[src/rtl/dgcd_pkg.sv]
// Shared request and status codes for the directed graph cycle detector.
`timescale 1ns / 1ps
package dgcd_pkg;

  localparam int REQ_W    = 2;
  localparam int VERT_W   = 4;
  localparam int COUNT_W  = 5;
  localparam int TOTAL_W  = 9;

  localparam logic [REQ_W-1:0] REQ_INSERT = 2'd0;
  localparam logic [REQ_W-1:0] REQ_REMOVE = 2'd1;
  localparam logic [REQ_W-1:0] REQ_QUERY  = 2'd2;
  localparam logic [REQ_W-1:0] REQ_UNUSED = 2'd3;

  localparam logic STATUS_OK     = 1'b0;
  localparam logic STATUS_REJECT = 1'b1;

  localparam logic [COUNT_W-1:0] VERTEX_COUNT_RESET = 5'd16;

endpackage

[src/rtl/dgcd_ram.sv]
// Generic single-port-write, single-port-read RAM with registered read data.
`timescale 1ns / 1ps
module dgcd_ram #(
  parameter int WIDTH = 16,
  parameter int DEPTH = 16
) (
  input  logic                     clk,
  input  logic                     we,
  input  logic [$clog2(DEPTH)-1:0] waddr,
  input  logic [WIDTH-1:0]         wdata,
  input  logic                     re,
  input  logic [$clog2(DEPTH)-1:0] raddr,
  output logic [WIDTH-1:0]         rdata
);

  logic [WIDTH-1:0] mem [DEPTH];

  always_ff @(posedge clk) begin
    if (we) begin
      mem[waddr] <= wdata;
    end
    if (re) begin
      rdata <= mem[raddr];
    end
  end

endmodule

[src/rtl/directed_graph_cycle_detector_core.sv]
// Top level: adjacency matrix in RAM, arc updates and peeling cycle search.
//
//   channel  | direction | handshake            | payload
//   ---------+-----------+----------------------+----------------------------------
//   in       | input     | in_valid / in_stall   | req_type, from_vertex, to_vertex
//   out      | output    | out_valid / out_stall | status, arc_total, cycle_found
//   cfg      | input     | cfg_wr_en            | cfg_wr_data (vertex_count)
//
// One item at a time. Accept, then a read-modify-write in S_MODIFY for an in-range arc,
// then the peeling search: P passes, one adjacency row read per cycle from the single RAM
// read port, with P <= n and n the vertex count in use; then S_FIN hands the result to the
// output register, waiting while a held result is stalled. Reset clears the matrix at once
// through per-row valid bits. A stalled result holds in the output register while the next
// item is taken.
`timescale 1ns / 1ps
module directed_graph_cycle_detector_core
  import dgcd_pkg::*;
#(
  parameter int MAX_VERTS = 16
) (
  input  logic               clk,
  input  logic               rst,
  input  logic               cfg_wr_en,
  input  logic [COUNT_W-1:0] cfg_wr_data,
  input  logic               in_valid,
  output logic               in_stall,
  input  logic [REQ_W-1:0]   req_type,
  input  logic [VERT_W-1:0]  from_vertex,
  input  logic [VERT_W-1:0]  to_vertex,
  output logic               out_valid,
  input  logic               out_stall,
  output logic               status,
  output logic [TOTAL_W-1:0] arc_total,
  output logic               cycle_found
);

  localparam int AW = $clog2(MAX_VERTS);
  localparam int CW = $clog2(MAX_VERTS + 1);

  localparam logic [2:0] S_IDLE   = 3'd0;
  localparam logic [2:0] S_MODIFY = 3'd1;
  localparam logic [2:0] S_PEEL   = 3'd2;
  localparam logic [2:0] S_FIN    = 3'd3;

  logic [2:0]           state;
  logic [COUNT_W-1:0]   vertex_count;
  logic [TOTAL_W-1:0]   arc_cnt;
  logic [MAX_VERTS-1:0] row_valid;
  logic                 rd_ok;
  logic [REQ_W-1:0]     req_kind;
  logic [AW-1:0]        req_from;
  logic [VERT_W-1:0]    req_to;
  logic                 req_status;
  logic [MAX_VERTS-1:0] alive;
  logic                 changed;
  logic [CW-1:0]        iss_cnt;
  logic                 pend;
  logic [AW-1:0]        pend_idx;
  logic                 res_cycle;

  logic                 ram_we;
  logic [AW-1:0]        ram_waddr;
  logic [MAX_VERTS-1:0] ram_wdata;
  logic                 ram_re;
  logic [AW-1:0]        ram_raddr;
  logic [MAX_VERTS-1:0] ram_rdata;

  logic [CW-1:0]        n_eff;
  logic [MAX_VERTS-1:0] init_alive;
  logic [MAX_VERTS-1:0] rd_row;
  logic [MAX_VERTS-1:0] arc_bit;
  logic                 present;
  logic                 accept;
  logic                 arc_req;
  logic                 in_range;
  logic                 in_write;
  logic                 in_bad;
  logic                 issuing;
  logic                 pend_hit;
  logic                 drained;
  logic                 out_free;

  dgcd_ram #(
    .WIDTH(MAX_VERTS),
    .DEPTH(MAX_VERTS)
  ) u_adj_ram (
    .clk  (clk),
    .we   (ram_we),
    .waddr(ram_waddr),
    .wdata(ram_wdata),
    .re   (ram_re),
    .raddr(ram_raddr),
    .rdata(ram_rdata)
  );

  always_comb begin
    if (int'(vertex_count) > MAX_VERTS) begin
      n_eff = CW'(MAX_VERTS);
    end else begin
      n_eff = CW'(vertex_count);
    end
    for (int v = 0; v < MAX_VERTS; v++) begin
      init_alive[v] = (v < int'(n_eff));
    end
  end

  assign in_stall = (state != S_IDLE);
  assign accept   = in_valid && !in_stall;
  assign arc_req  = (req_type == REQ_INSERT) || (req_type == REQ_REMOVE);
  assign in_range = (int'(from_vertex) < int'(n_eff)) && (int'(to_vertex) < int'(n_eff));
  assign in_write = arc_req && in_range;
  assign in_bad   = (arc_req && !in_range) || (req_type == REQ_UNUSED);

  assign rd_row   = rd_ok ? ram_rdata : '0;
  assign arc_bit  = MAX_VERTS'(1) << req_to;
  assign present  = |(rd_row & arc_bit);
  assign issuing  = (iss_cnt < n_eff);
  assign pend_hit = pend && alive[pend_idx] && ((rd_row & alive) == '0);
  assign drained  = !issuing && !pend;
  assign out_free = !out_valid || !out_stall;

  always_comb begin
    ram_re    = 1'b0;
    ram_raddr = '0;
    ram_we    = 1'b0;
    ram_waddr = req_from;
    ram_wdata = rd_row;
    unique case (state)
      S_IDLE: begin
        ram_re    = in_valid;
        ram_raddr = AW'(from_vertex);
      end
      S_MODIFY: begin
        if (req_kind == REQ_INSERT && !present) begin
          ram_we    = 1'b1;
          ram_wdata = rd_row | arc_bit;
        end else if (req_kind == REQ_REMOVE && present) begin
          ram_we    = 1'b1;
          ram_wdata = rd_row & ~arc_bit;
        end
      end
      S_PEEL: begin
        ram_re    = issuing;
        ram_raddr = iss_cnt[AW-1:0];
      end
      default: begin
        ram_re = 1'b0;
      end
    endcase
  end

  always_ff @(posedge clk) begin
    if (ram_re) begin
      rd_ok <= row_valid[ram_raddr];
    end
    if (rst) begin
      state        <= S_IDLE;
      vertex_count <= VERTEX_COUNT_RESET;
      arc_cnt      <= '0;
      row_valid    <= '0;
      pend         <= 1'b0;
      out_valid    <= 1'b0;
    end else begin
      if (cfg_wr_en) begin
        vertex_count <= cfg_wr_data;
      end
      if (out_valid && !out_stall && state != S_FIN) begin
        out_valid <= 1'b0;
      end
      unique case (state)
        S_IDLE: begin
          if (accept) begin
            req_kind   <= req_type;
            req_from   <= AW'(from_vertex);
            req_to     <= to_vertex;
            req_status <= in_bad ? STATUS_REJECT : STATUS_OK;
            alive      <= init_alive;
            changed    <= 1'b0;
            iss_cnt    <= '0;
            pend       <= 1'b0;
            state      <= in_write ? S_MODIFY : S_PEEL;
          end
        end
        S_MODIFY: begin
          if (ram_we) begin
            row_valid[req_from] <= 1'b1;
            if (req_kind == REQ_INSERT) begin
              arc_cnt <= arc_cnt + 1'b1;
            end else begin
              arc_cnt <= arc_cnt - 1'b1;
            end
          end
          state <= S_PEEL;
        end
        S_PEEL: begin
          if (pend_hit) begin
            alive[pend_idx] <= 1'b0;
            changed         <= 1'b1;
          end
          if (issuing) begin
            iss_cnt  <= iss_cnt + 1'b1;
            pend     <= 1'b1;
            pend_idx <= iss_cnt[AW-1:0];
          end else begin
            pend <= 1'b0;
          end
          if (drained) begin
            if (changed && (alive != '0)) begin
              iss_cnt <= '0;
              changed <= 1'b0;
            end else begin
              res_cycle <= |alive;
              state     <= S_FIN;
            end
          end
        end
        S_FIN: begin
          if (out_free) begin
            out_valid   <= 1'b1;
            status      <= req_status;
            arc_total   <= arc_cnt;
            cycle_found <= res_cycle;
            state       <= S_IDLE;
          end
        end
        default: begin
          state <= S_IDLE;
        end
      endcase
    end
  end

endmodule

[config.mk]
export PLATFORM = sky130hd
export DESIGN_NAME = directed_graph_cycle_detector_core
export DESIGN_NICKNAME = d
export VERILOG_FILES = /design/src/rtl/dgcd_pkg.sv /design/src/rtl/dgcd_ram.sv /design/src/rtl/directed_graph_cycle_detector_core.sv
export SDC_FILE = /design/constraint.sdc
export NUM_CORES = 1
export LEC_CHECK = 0
export ABC_AREA = 1
export ABC_CLOCK_PERIOD_IN_PS = 5200
export BUFFER_PORTS_ARGS = -buffer_cell sky130_fd_sc_hd__buf_2
export CAP_MARGIN = 20
export CELL_PAD_IN_SITES_DETAIL_PLACEMENT = 1
export CELL_PAD_IN_SITES_GLOBAL_PLACEMENT = 2
export CORE_ASPECT_RATIO = 0.6
export CORE_MARGIN = 2
export CORE_UTILIZATION = 48
export CTS_BUF_LIST = sky130_fd_sc_hd__clkbuf_8
export CTS_CLUSTER_SIZE = 25
export DETAILED_ROUTE_END_ITERATION = 8
export PLACE_DENSITY_LB_ADDON = 0.1
export SYNTH_ARGS = -nofsm -noshare
export SYNTH_HDL_FRONTEND = slang
export SYNTH_SLANG_ARGS = --single-unit
[constraint.sdc]
create_clock -name clk -period 5.2 [get_ports clk]
set_input_delay 0.78 -clock clk [delete_from_list [all_inputs] [get_ports clk]]
set_output_delay 0.78 -clock clk [all_outputs]
set_load 0.005 [all_outputs]
==> out/results.txt, run 1 <==
Max Fclk = 0.266 GHz
Post-Syn Area = 15,600 sq um
First-pass GRT wire length = 71.9 mm
Fill cells = 3,397
Clock Root Buffer = clkbuf_8
Syn Inst Count = 1,387
Async S/R FF share, synth = 0%
Setup Fix Bufs, Post-CTS = 0
Critical R2R Capture = u_adj_ram.mem[6][15]
Setup violators final = 0
Clock transition at the registers of the reported paths = 0.06 ns
CP endpoint kind = flop
Worst vdd ir = 0.000262 V
CTS tree = yes
N_diodes = 0
Antenna-violating nets left = 0
Fraction of layout cells with a size suffix above 1 = 13.4%
Worst-margin pin slew = 1.07 ns
Min-delay worst type = in -> reg
Die width = 237 um
Clock sink total = 356
Worst flop-to-flop path startpoint = req_to[3]
Layout area overhead = 11.1%
Crit Path Category = reg -> reg
Crit path launch = req_to[3]
GRT Overall Usage = 28.5%
Core Footprint = 32,300 sq um
Reg area = 10,300 sq um
Initial DRT Pass Iterations = 5
PostCTS Resize Cnt = 0
Design area = 17,400 sq um
Clock Tree Buf Depth = 3
Area after DPL = 16,300 sq um
Synth Flop Type = edfxtp_1
Critical Path Sink = u_adj_ram.mem[6][15]
Worst relative slew slack = 28.7%
Die area = 34,100 sq um
Io pins = 33
Top-count cell post-synth = edfxtp_1
WL final = 47.6 mm
Min cycle time layout = 3.76 ns
Fin. max-slew vios = 0
Vias = 11,400
Synth cell count leaders = 322 x edfxtp_1, 225 x nor2_1, 178 x o21ai_0
Detailed Place HPWL = 29.4 mm
Initial antenna violation count = 0
Pwr dens = 529 nW/um^2
R2R Setup Slk = 1.44 ns
Rows = 51
Synth area leader = edfxtp_1
Syn Nets = 1,431
Synth Warn # = 0
Starting Density = 48.5%
GRT Residual Overflow = 0
FF+latch count, synth = 356
Startpoint Class = flop
Area of the multi-input gates = 4590 sq um
Worst Skew = 0.0282 ns
Seq/Total Area, Yosys = 66.1%
Drt first-iter violations = 1,125
Max Cap Violations = 0
Outcome = finished, final reports clean
Placer congestion estimate = 0.853
Wire per inst = 24.9 um
CTS Buf Count = 54
Leakage power = 0.00615 uW
Nets@finish = 1,487
Fin crit share = 72.3%
Post-synth EDFFs = 322
Unrepaired setup endpoints after global routing = false
Cts hold-fix bufs = 0
Worst-Skew Late Latency = 0.63 ns
Drt drc = 0
Yosys cell types = 45
Largest net degree at the start of global routing = 92
Share of the synthesized area in the top cell type = 61.8%
Vias in the first global route = 11,400
Final hold viol count = 0
CP required = 5.43 ns
Die height = 144 um
Crit path DAT = 3.99 ns
Setup TNS = 0 ns
Reg2reg path depth = 10
Vias per cell = 5.97
Depth of the CTS H-tree = 2
Syn Area/Cell = 11.3 sq um
Crit Path Max Fanout = 28
Port bufs = 32
Synth top area cells = edfxtp_1 62%, o21ai_0 5.7%, nor2_1 5.4%
-- worst max-delay path: stages (launching register included) --
cell and delay [ns]:
edfxtp_1 0.68, inv_2 0.23, nand4_1 0.17, nor2_1 0.06
nor2_1 0.18, nand2_1 0.09, nor2_2 0.14, nand3_2 0.37
nand2_4 0.49, nand3_2 0.13, inv_1 0.79
-- cells by family (layout without fill, tap and decap cells) --
| family | count (synthesis) | after routing | share of synthesized area [%] |
|---|---|---|---|
| buffers and inverters | 181 | 283 | 4.70 |
| AOI/OAI and AO/OA | 370 | 370 | 14.3 |
| xor gates and xnor gates | 9 | 9 | 0.504 |
| DFF | 356 | 356 | 66.1 |
| adders and majority gates | 24 | 24 | 1.97 |
| and+or+nand+nor | 447 | 447 | 12.4 |
-- final cells by class --
cell class	instances	area share, %
clock inverter	42	1.27
clock buffer	60	4.75
timing repair buffer	71	2.63
sequential	356	59.5
multi-input combinational	850	26.4
tap	424	3.05
inverter	110	2.38
-- registers in the layout, indices dropped and copies added, names as in the netlist, 2 cells and up --
name,flops
iss_cnt,5
req_kind,2
req_to,4
arc_cnt,9
vertex_count,5
arc_total,9
row_valid,16
u_adj_ram.rdata,16
alive,16
state,2
u_adj_ram.mem,256
pend_idx,4
ram_waddr,4
-- stage by stage --
stage / util, % / worst slack, ns / total power, uW / instances / hold WS [ns]
after floorplan: - / 2.15 / 5780 / 1387 / 0.400
after global placement: 50.3 / 1.62 / 6810 / 1797 / 0.405
after detailed placement: 50.4 / 1.51 / 6930 / 1804 / 0.422
after CTS: 53.7 / 1.49 / 9200 / 1906 / 0.324
after global routing: 53.9 / 1.16 / 9680 / 1913 / 0.343
final: 53.9 / 1.44 / 9200 / 1913 / 0.363
-- layer usage --
metal	vias to the layer above	global-route usage, %	wire length, um
li1	5173	-	-
met1	5794	45.4	23600
met2	395	40.6	20100
met3	62	4.65	3200
met4	0	6.42	759
met5	-	0	0
-- how the worst min path moves through the flow --
stage	slack, ns	depth (start not counted)	from	to
2_1_floorplan	0.40	0	res_cycle	cycle_found
3_3_place_gp	0.41	0	req_status	status
3_5_place_dp	0.42	0	res_cycle	cycle_found
4_1_cts	0.32	1	req_type[0]	req_kind[0]
5_1_grt	0.34	1	req_type[0]	req_kind[0]
6_report	0.36	1	req_type[0]	req_kind[0]
-- placed cells by master (no fill, tap or decap), drive strengths merged, types with 3 or more instances in the layout --
cell and n:
o221ai 39, or2 7, nor2 230, nand3 56, buf 71, o21ai 180, inv 124, xnor2 3
nand2 115, clkbuf 60, ha 23, nand4 23, dfxtp 34, edfxtp 322, o211ai 30, nor4 4
nor3 11, xor2 6, clkinv 27, a21oi 53, o22ai 58
-- report_power, final --
group	total, uW	internal (uW)	switching [uW]
combinational	3070	814	2260
sequential	3860	3690	176
clock	2270	1120	1150
total	9200	5620	3580
No activity file was read; power rests on OpenSTA's default activity.
==> run 2: changes to the inputs <==
--- a/config.mk
+++ b/config.mk
@@ -6,14 +6,14 @@
 export NUM_CORES = 1
 export LEC_CHECK = 0
 export ABC_AREA = 1
-export ABC_CLOCK_PERIOD_IN_PS = 5200
+export ABC_CLOCK_PERIOD_IN_PS = 3400
 export BUFFER_PORTS_ARGS = -buffer_cell sky130_fd_sc_hd__buf_2
 export CAP_MARGIN = 20
 export CELL_PAD_IN_SITES_DETAIL_PLACEMENT = 1
 export CELL_PAD_IN_SITES_GLOBAL_PLACEMENT = 2
 export CORE_ASPECT_RATIO = 0.6
 export CORE_MARGIN = 2
-export CORE_UTILIZATION = 48
+export CORE_UTILIZATION = 40
 export CTS_BUF_LIST = sky130_fd_sc_hd__clkbuf_8
 export CTS_CLUSTER_SIZE = 25
 export DETAILED_ROUTE_END_ITERATION = 8
==> constraint.sdc (replaced) <==
create_clock -name clk -period 3.4 [get_ports clk]
set_input_delay 0.51 -clock clk [delete_from_list [all_inputs] [get_ports clk]]
set_output_delay 0.51 -clock clk [all_outputs]
set_load 0.005 [all_outputs]
==> run 2 against run 1 <==
  * Via count fell by 0.94%
  * Hold slack got worse by 0.25 ns
  * Register-to-register slack worse by 1.1 ns
  * Total power grew 57%
  * Flip-flop and latch count unchanged
  * Final cell count rose by 6.3%
  * Critical path type unchanged
  * Critical endpoint is now u_adj_ram.mem[8][14]
  * Highest routed layer unchanged
==> out/results.txt, run 2 (synthesis gave the netlist of run 1 again) <==
Worst relative slew slack = 38.1%
Drt first-iter violations = 1,072
Clock Tree Buf Depth = 3
Placer congestion estimate = 0.863
Psw = 5720 uW
Critical Path Sink = u_adj_ram.mem[8][14]
CTS tree = yes
Crit Path Max Fanout = 18
Vias in the first global route = 11,500
Cells along the critical path = nand2_1, nor2_1, nor2_1, nand2_1, nor2_2, nand3_2, nand2_4, nand3_1, inv_1
PostCTS Resize Cnt = 0
Final hold viol count = 0
Layout area overhead = 13.3%
CTS Buf Count = 55
Pwr dens = 816 nW/um^2
Worst Skew = 0.0363 ns
Fraction of layout cells with a size suffix above 1 = 14.6%
First-pass GRT wire length = 74.2 mm
Vias per cell = 5.56
Crit Path Category = reg -> reg
Crit path launch = rd_ok
WL final = 48.7 mm
Largest Register = u_adj_ram.mem
Slowest cell on crit path = edfxtp_1
Port bufs = 32
Power share of the sequential group = 40.7%
Fill cells = 4,204
Die height = 157 um
Depth of the CTS H-tree = 2
Starting Density = 40.3%
Crit path DAT = 3.31 ns
Clock sink total = 356
Startpoint Class = flop
Min-delay worst type = in -> reg
Unrepaired setup endpoints after global routing = false
Max Cap Violations = 0
Setup Fix Bufs, Post-CTS = 0
Worst flop-to-flop path startpoint = rd_ok
Io pins = 33
Drt drc = 0
Largest net degree at the start of global routing = 144
Area of the multi-input gates = 4590 sq um
Initial DRT Pass Iterations = 5
GRT Residual Overflow = 0
Worst vdd ir = 0.000514 V
Min cycle time layout = 3.07 ns
Die width = 259 um
Fin. max-slew vios = 0
Total power = 14,500 uW
Outcome = finished, final reports clean
Sw Share = 39.6%
Fin crit share = 90.3%
Reg2reg path depth = 9
Most common cell after layout, fill and taps aside = edfxtp_1
Vias = 11,300
Combinational group share of total power = 36.0%
CP endpoint kind = flop
Leakage power = 0.00627 uW
Hold Crit Depth = 1
Rows = 56
Most frequent cells in the layout = 322 x edfxtp_1, 225 x nor2_1, 177 x o21ai_0
Setup TNS = 0 ns
N_diodes = 0
Int Power = 8740 uW
Clock Root Buffer = clkbuf_8
Max reg flops = 256
R2R Setup Slk = 0.33 ns
Cts hold-fix bufs = 0
Max Fclk = 0.326 GHz
Wire per inst = 24.0 um
CP required = 3.64 ns
Worst-margin pin slew = 0.928 ns
GRT Overall Usage = 24.5%
Max incr delay on CP = 0.70 ns
Nets@finish = 1,514
Core Footprint = 38,800 sq um
Critical R2R Capture = u_adj_ram.mem[8][14]
Reg area = 10,300 sq um
Die area = 40,800 sq um
Worst-Skew Late Latency = 0.63 ns
Detailed Place HPWL = 32.5 mm
Setup violators final = 0
Clock share of power = 23.3%
Antenna-violating nets left = 0
Clock transition at the registers of the reported paths = 0.07 ns
Initial antenna violation count = 0
[run 2: changes by cell type in the layout (fill, tap and decap cells not counted), moves of 2 or more]
| cell | before | now |
|---|---|---|
| buf_4 | 38 | 59 |
| buf_12 | 0 | 6 |
| clkinv_2 | 10 | 6 |
| clkbuf_8 | 60 | 57 |
| clkinv_8 | 2 | 0 |
| inv_1 | 116 | 118 |
[run 2: area by class of cell]
type                    instances  area share (%)
well taps                     522            3.69
clock buffers                  57            4.43
clock inverters                42            1.14
multi-input cells             850            25.9
inverters                     110            2.34
repair buffers                 97            4.08
flip-flops and latches        356            58.4
[run 2: worst min-delay path by stage]
| stage | from | end |
|---|---|---|
| 2_1_floorplan | res_cycle | cycle_found |
| 3_3_place_gp | res_cycle | cycle_found |
| 3_5_place_dp | res_cycle | cycle_found |
| 4_1_cts | to_vertex[2] | req_to[2] |
| 5_1_grt | to_vertex[2] | req_to[2] |
| 6_report | to_vertex[2] | req_to[2] |
[run 2: critical path: cells and delay by family (launching register included)]
kind	cells	cell delay, ns
simple gates	8	1.36
flops	1	0.70
buf+inv	1	0.62
[run 2: power by group through the flow]
stage | Clock (uW) | Sequential [uW] | Combinational (uW)
2_1_floorplan | 0 | 5840 | 2990
3_3_place_gp | 0 | 5970 | 5110
3_5_place_dp | 0 | 5970 | 5200
4_1_cts | 3450 | 5880 | 5210
5_1_grt | 3630 | 5920 | 5730
6_report | 3370 | 5890 | 5200
[run 2: metrics by stage]
step / utilization (%) / setup slack, ns / hold WS [ns] / cells / cell area [sq um]
5_1_grt: 45.7 / 0.113 / 0.0753 / 2034 / 17700
3_5_place_dp: 43.1 / 0.394 / 0.410 / 1935 / 16700
2_1_floorplan: - / 0.348 / 0.400 / 1387 / 15600
3_3_place_gp: 43.1 / 0.442 / 0.413 / 1935 / 16700
6_report: 45.7 / 0.330 / 0.115 / 2034 / 17700
4_1_cts: 45.7 / 0.388 / 0.0810 / 2034 / 17700
[run 2: layer usage]
metal	global-route usage, %	up-vias	wire length (um)
met4	5.15	0	786
met3	4.49	59	3400
met2	33.6	365	19400
met1	39.6	5669	25100
li1	-	5224	-
met5	0	-	0
==> run 3: changes to the inputs <==
--- a/config.mk
+++ b/config.mk
@@ -6,14 +6,14 @@
 export NUM_CORES = 1
 export LEC_CHECK = 0
 export ABC_AREA = 1
-export ABC_CLOCK_PERIOD_IN_PS = 3400
+export ABC_CLOCK_PERIOD_IN_PS = 3200
 export BUFFER_PORTS_ARGS = -buffer_cell sky130_fd_sc_hd__buf_2
 export CAP_MARGIN = 20
 export CELL_PAD_IN_SITES_DETAIL_PLACEMENT = 1
 export CELL_PAD_IN_SITES_GLOBAL_PLACEMENT = 2
 export CORE_ASPECT_RATIO = 0.6
 export CORE_MARGIN = 2
-export CORE_UTILIZATION = 40
+export CORE_UTILIZATION = 45
 export CTS_BUF_LIST = sky130_fd_sc_hd__clkbuf_8
 export CTS_CLUSTER_SIZE = 25
 export DETAILED_ROUTE_END_ITERATION = 8
==> constraint.sdc (replaced) <==
create_clock -name clk -period 3.2 [get_ports clk]
set_input_delay 0.48 -clock clk [delete_from_list [all_inputs] [get_ports clk]]
set_output_delay 0.48 -clock clk [all_outputs]
set_load 0.005 [all_outputs]
==> run 3 against run 2 <==
  * Register-to-register slack got worse by 0.16 ns
  * Combinational power rose by 15%
  * Largest power group unchanged
  * Non-clock buffer count unchanged
  * Sequential power up 5.9%
  * Routed wire length is 0.84% lower
==> out/results.txt, run 3 (synthesis gave the netlist of run 1 again) <==
Cts hold-fix bufs = 0
Depth of the CTS H-tree = 2
Placer congestion estimate = 0.930
Setup violators final = 0
Fin. max-slew vios = 0
Layout area overhead = 13.0%
First-pass GRT wire length = 72.3 mm
Final hold viol count = 0
Wire per inst = 24.5 um
Crit Path Max Fanout = 18
Detailed Place HPWL = 33.3 mm
Fraction of layout cells with a size suffix above 1 = 14.8%
Startpoint Class = flop
CP delay by family, top = simple AND/OR/NAND/NOR gates
Min cycle time layout = 3.03 ns
Clock Tree Buf Depth = 3
Reg2reg path depth = 9
CP endpoint kind = flop
Largest Register = u_adj_ram.mem
Clock transition at the registers of the reported paths = 0.06 ns
Pwr dens = 889 nW/um^2
CTS Buf Count = 54
Core Util, Final = 52.1%
Clock sink total = 356
Largest net degree at the start of global routing = 88
Die height = 148 um
Core Footprint = 34,000 sq um
Hold Crit Depth = 1
Rows = 52
Max Cap Violations = 0
Critical R2R Capture = u_adj_ram.mem[1][12]
Worst path bufs/invs = 1
Slowest cell on crit path = edfxtp_1
Worst-margin pin slew = 0.863 ns
Antenna-violating nets left = 0
WL final = 48.3 mm
Vias per cell = 5.82
Drt first-iter violations = 1,161
Initial DRT Pass Iterations = 5
Vias = 11,500
Worst relative slew slack = 42.5%
Leakage power = 0.00623 uW
Critical hold path startpoint = req_type[0]
Crit Path Category = reg -> reg
Cells along the critical path = nand2_1, nor2_1, nor2_1, nand2_1, nor2_2, nand3_2, nand2_4, nand3_1, inv_1
R2R Setup Slk = 0.17 ns
Worst hold endpoint = req_kind[0]
Worst flop-to-flop path startpoint = rd_ok
Die width = 245 um
Nets@finish = 1,513
Vias in the first global route = 11,300
CTS tree = yes
Die area = 36,300 sq um
Io pins = 33
Port bufs = 32
Outcome = finished, final reports clean
Fin Hold WS = 0.0428 ns
Worst-Skew Late Latency = 0.64 ns
Starting Density = 46.1%
Drt drc = 0
Min-delay worst type = in -> reg
GRT Overall Usage = 26.9%
Initial antenna violation count = 3
Max incr delay on CP = 0.70 ns
Max reg flops = 256
Fin crit share = 94.6%
Max Fclk = 0.330 GHz
Worst vdd ir = 0.000539 V
Crit path DAT = 3.28 ns
CP required = 3.45 ns
Clock Root Buffer = clkbuf_8
Most frequent cells in the layout = 322 x edfxtp_1, 225 x nor2_1, 177 x o21ai_0
Most common cell after layout, fill and taps aside = edfxtp_1
Worst Skew = 0.0271 ns
GRT Residual Overflow = 0
## run 3: changes by cell type in the layout (fill, tap and decap cells not counted), sizes merged
cell,change
clkinv,-2
clkinvlp,+4
bufinv,-1
inv,-1
diode,+1
## run 3: metrics by stage
stage | power, uW | worst slack [ns] | TNS [ns] | instances | instance area, sq um
after floorplan | 9390 | 0.148 | 0 | 1387 | 15600
after global placement | 12100 | 0.299 | 0 | 1872 | 16700
after detailed placement | 12200 | 0.194 | 0 | 1872 | 16700
after CTS | 15700 | 0.187 | 0 | 1971 | 17700
after global routing | 16400 | -0.00472 | -0.0320 | 1971 | 17700
final | 15700 | 0.171 | 0 | 1972 | 17700
## run 3: area by class of cell
class,count,area (sq um)
antenna,1,2.50
clock buffer,57,785
clock inverter,42,194
fill,3701,16300
inverter,110,433
multi-input combinational,850,4590
sequential,356,10300
tap,459,574
timing repair buffer,97,748
## run 3: worst max path at each step
| stage | startpoint | to | slack [ns] | depth (start not counted) |
|---|---|---|---|---|
| CTS | rd_ok | u_adj_ram.mem[0][8] | 0.19 | 9 |
| finish | rd_ok | u_adj_ram.mem[1][12] | 0.17 | 9 |
| global route | rd_ok | u_adj_ram.mem[1][1] | -0.005 | 10 |
| global placement | rd_ok | u_adj_ram.mem[0][14] | 0.30 | 9 |
| detailed placement | rd_ok | u_adj_ram.mem[0][0] | 0.19 | 9 |
| floorplan | req_to[2] | u_adj_ram.mem[7][0] | 0.15 | 10 |
## run 3: where the power goes
group	leakage (uW)	total (uW)	internal, uW	switching, uW
sequential	0.00324	6240	5990	250
combinational	0.00241	5960	1680	4280
clock	0.000584	3510	1660	1850
total	0.00623	15700	9330	6390
## run 3: routing by layer
metal / track usage [%] / share of wire, % / vias up
li1: - / - / 5216
met1: 44.3 / 50 / 5768
met2: 35.2 / 39 / 437
met3: 6.66 / 9.8 / 47
met4: 5.27 / 1.2 / 2
met5: 0 / 0.027 / -
## run 3: timing repair
item / CTS / global route
gates resized for setup: 0 / 5
setup endpoints to repair: 0 / 44
buffers inserted: 0 / 0
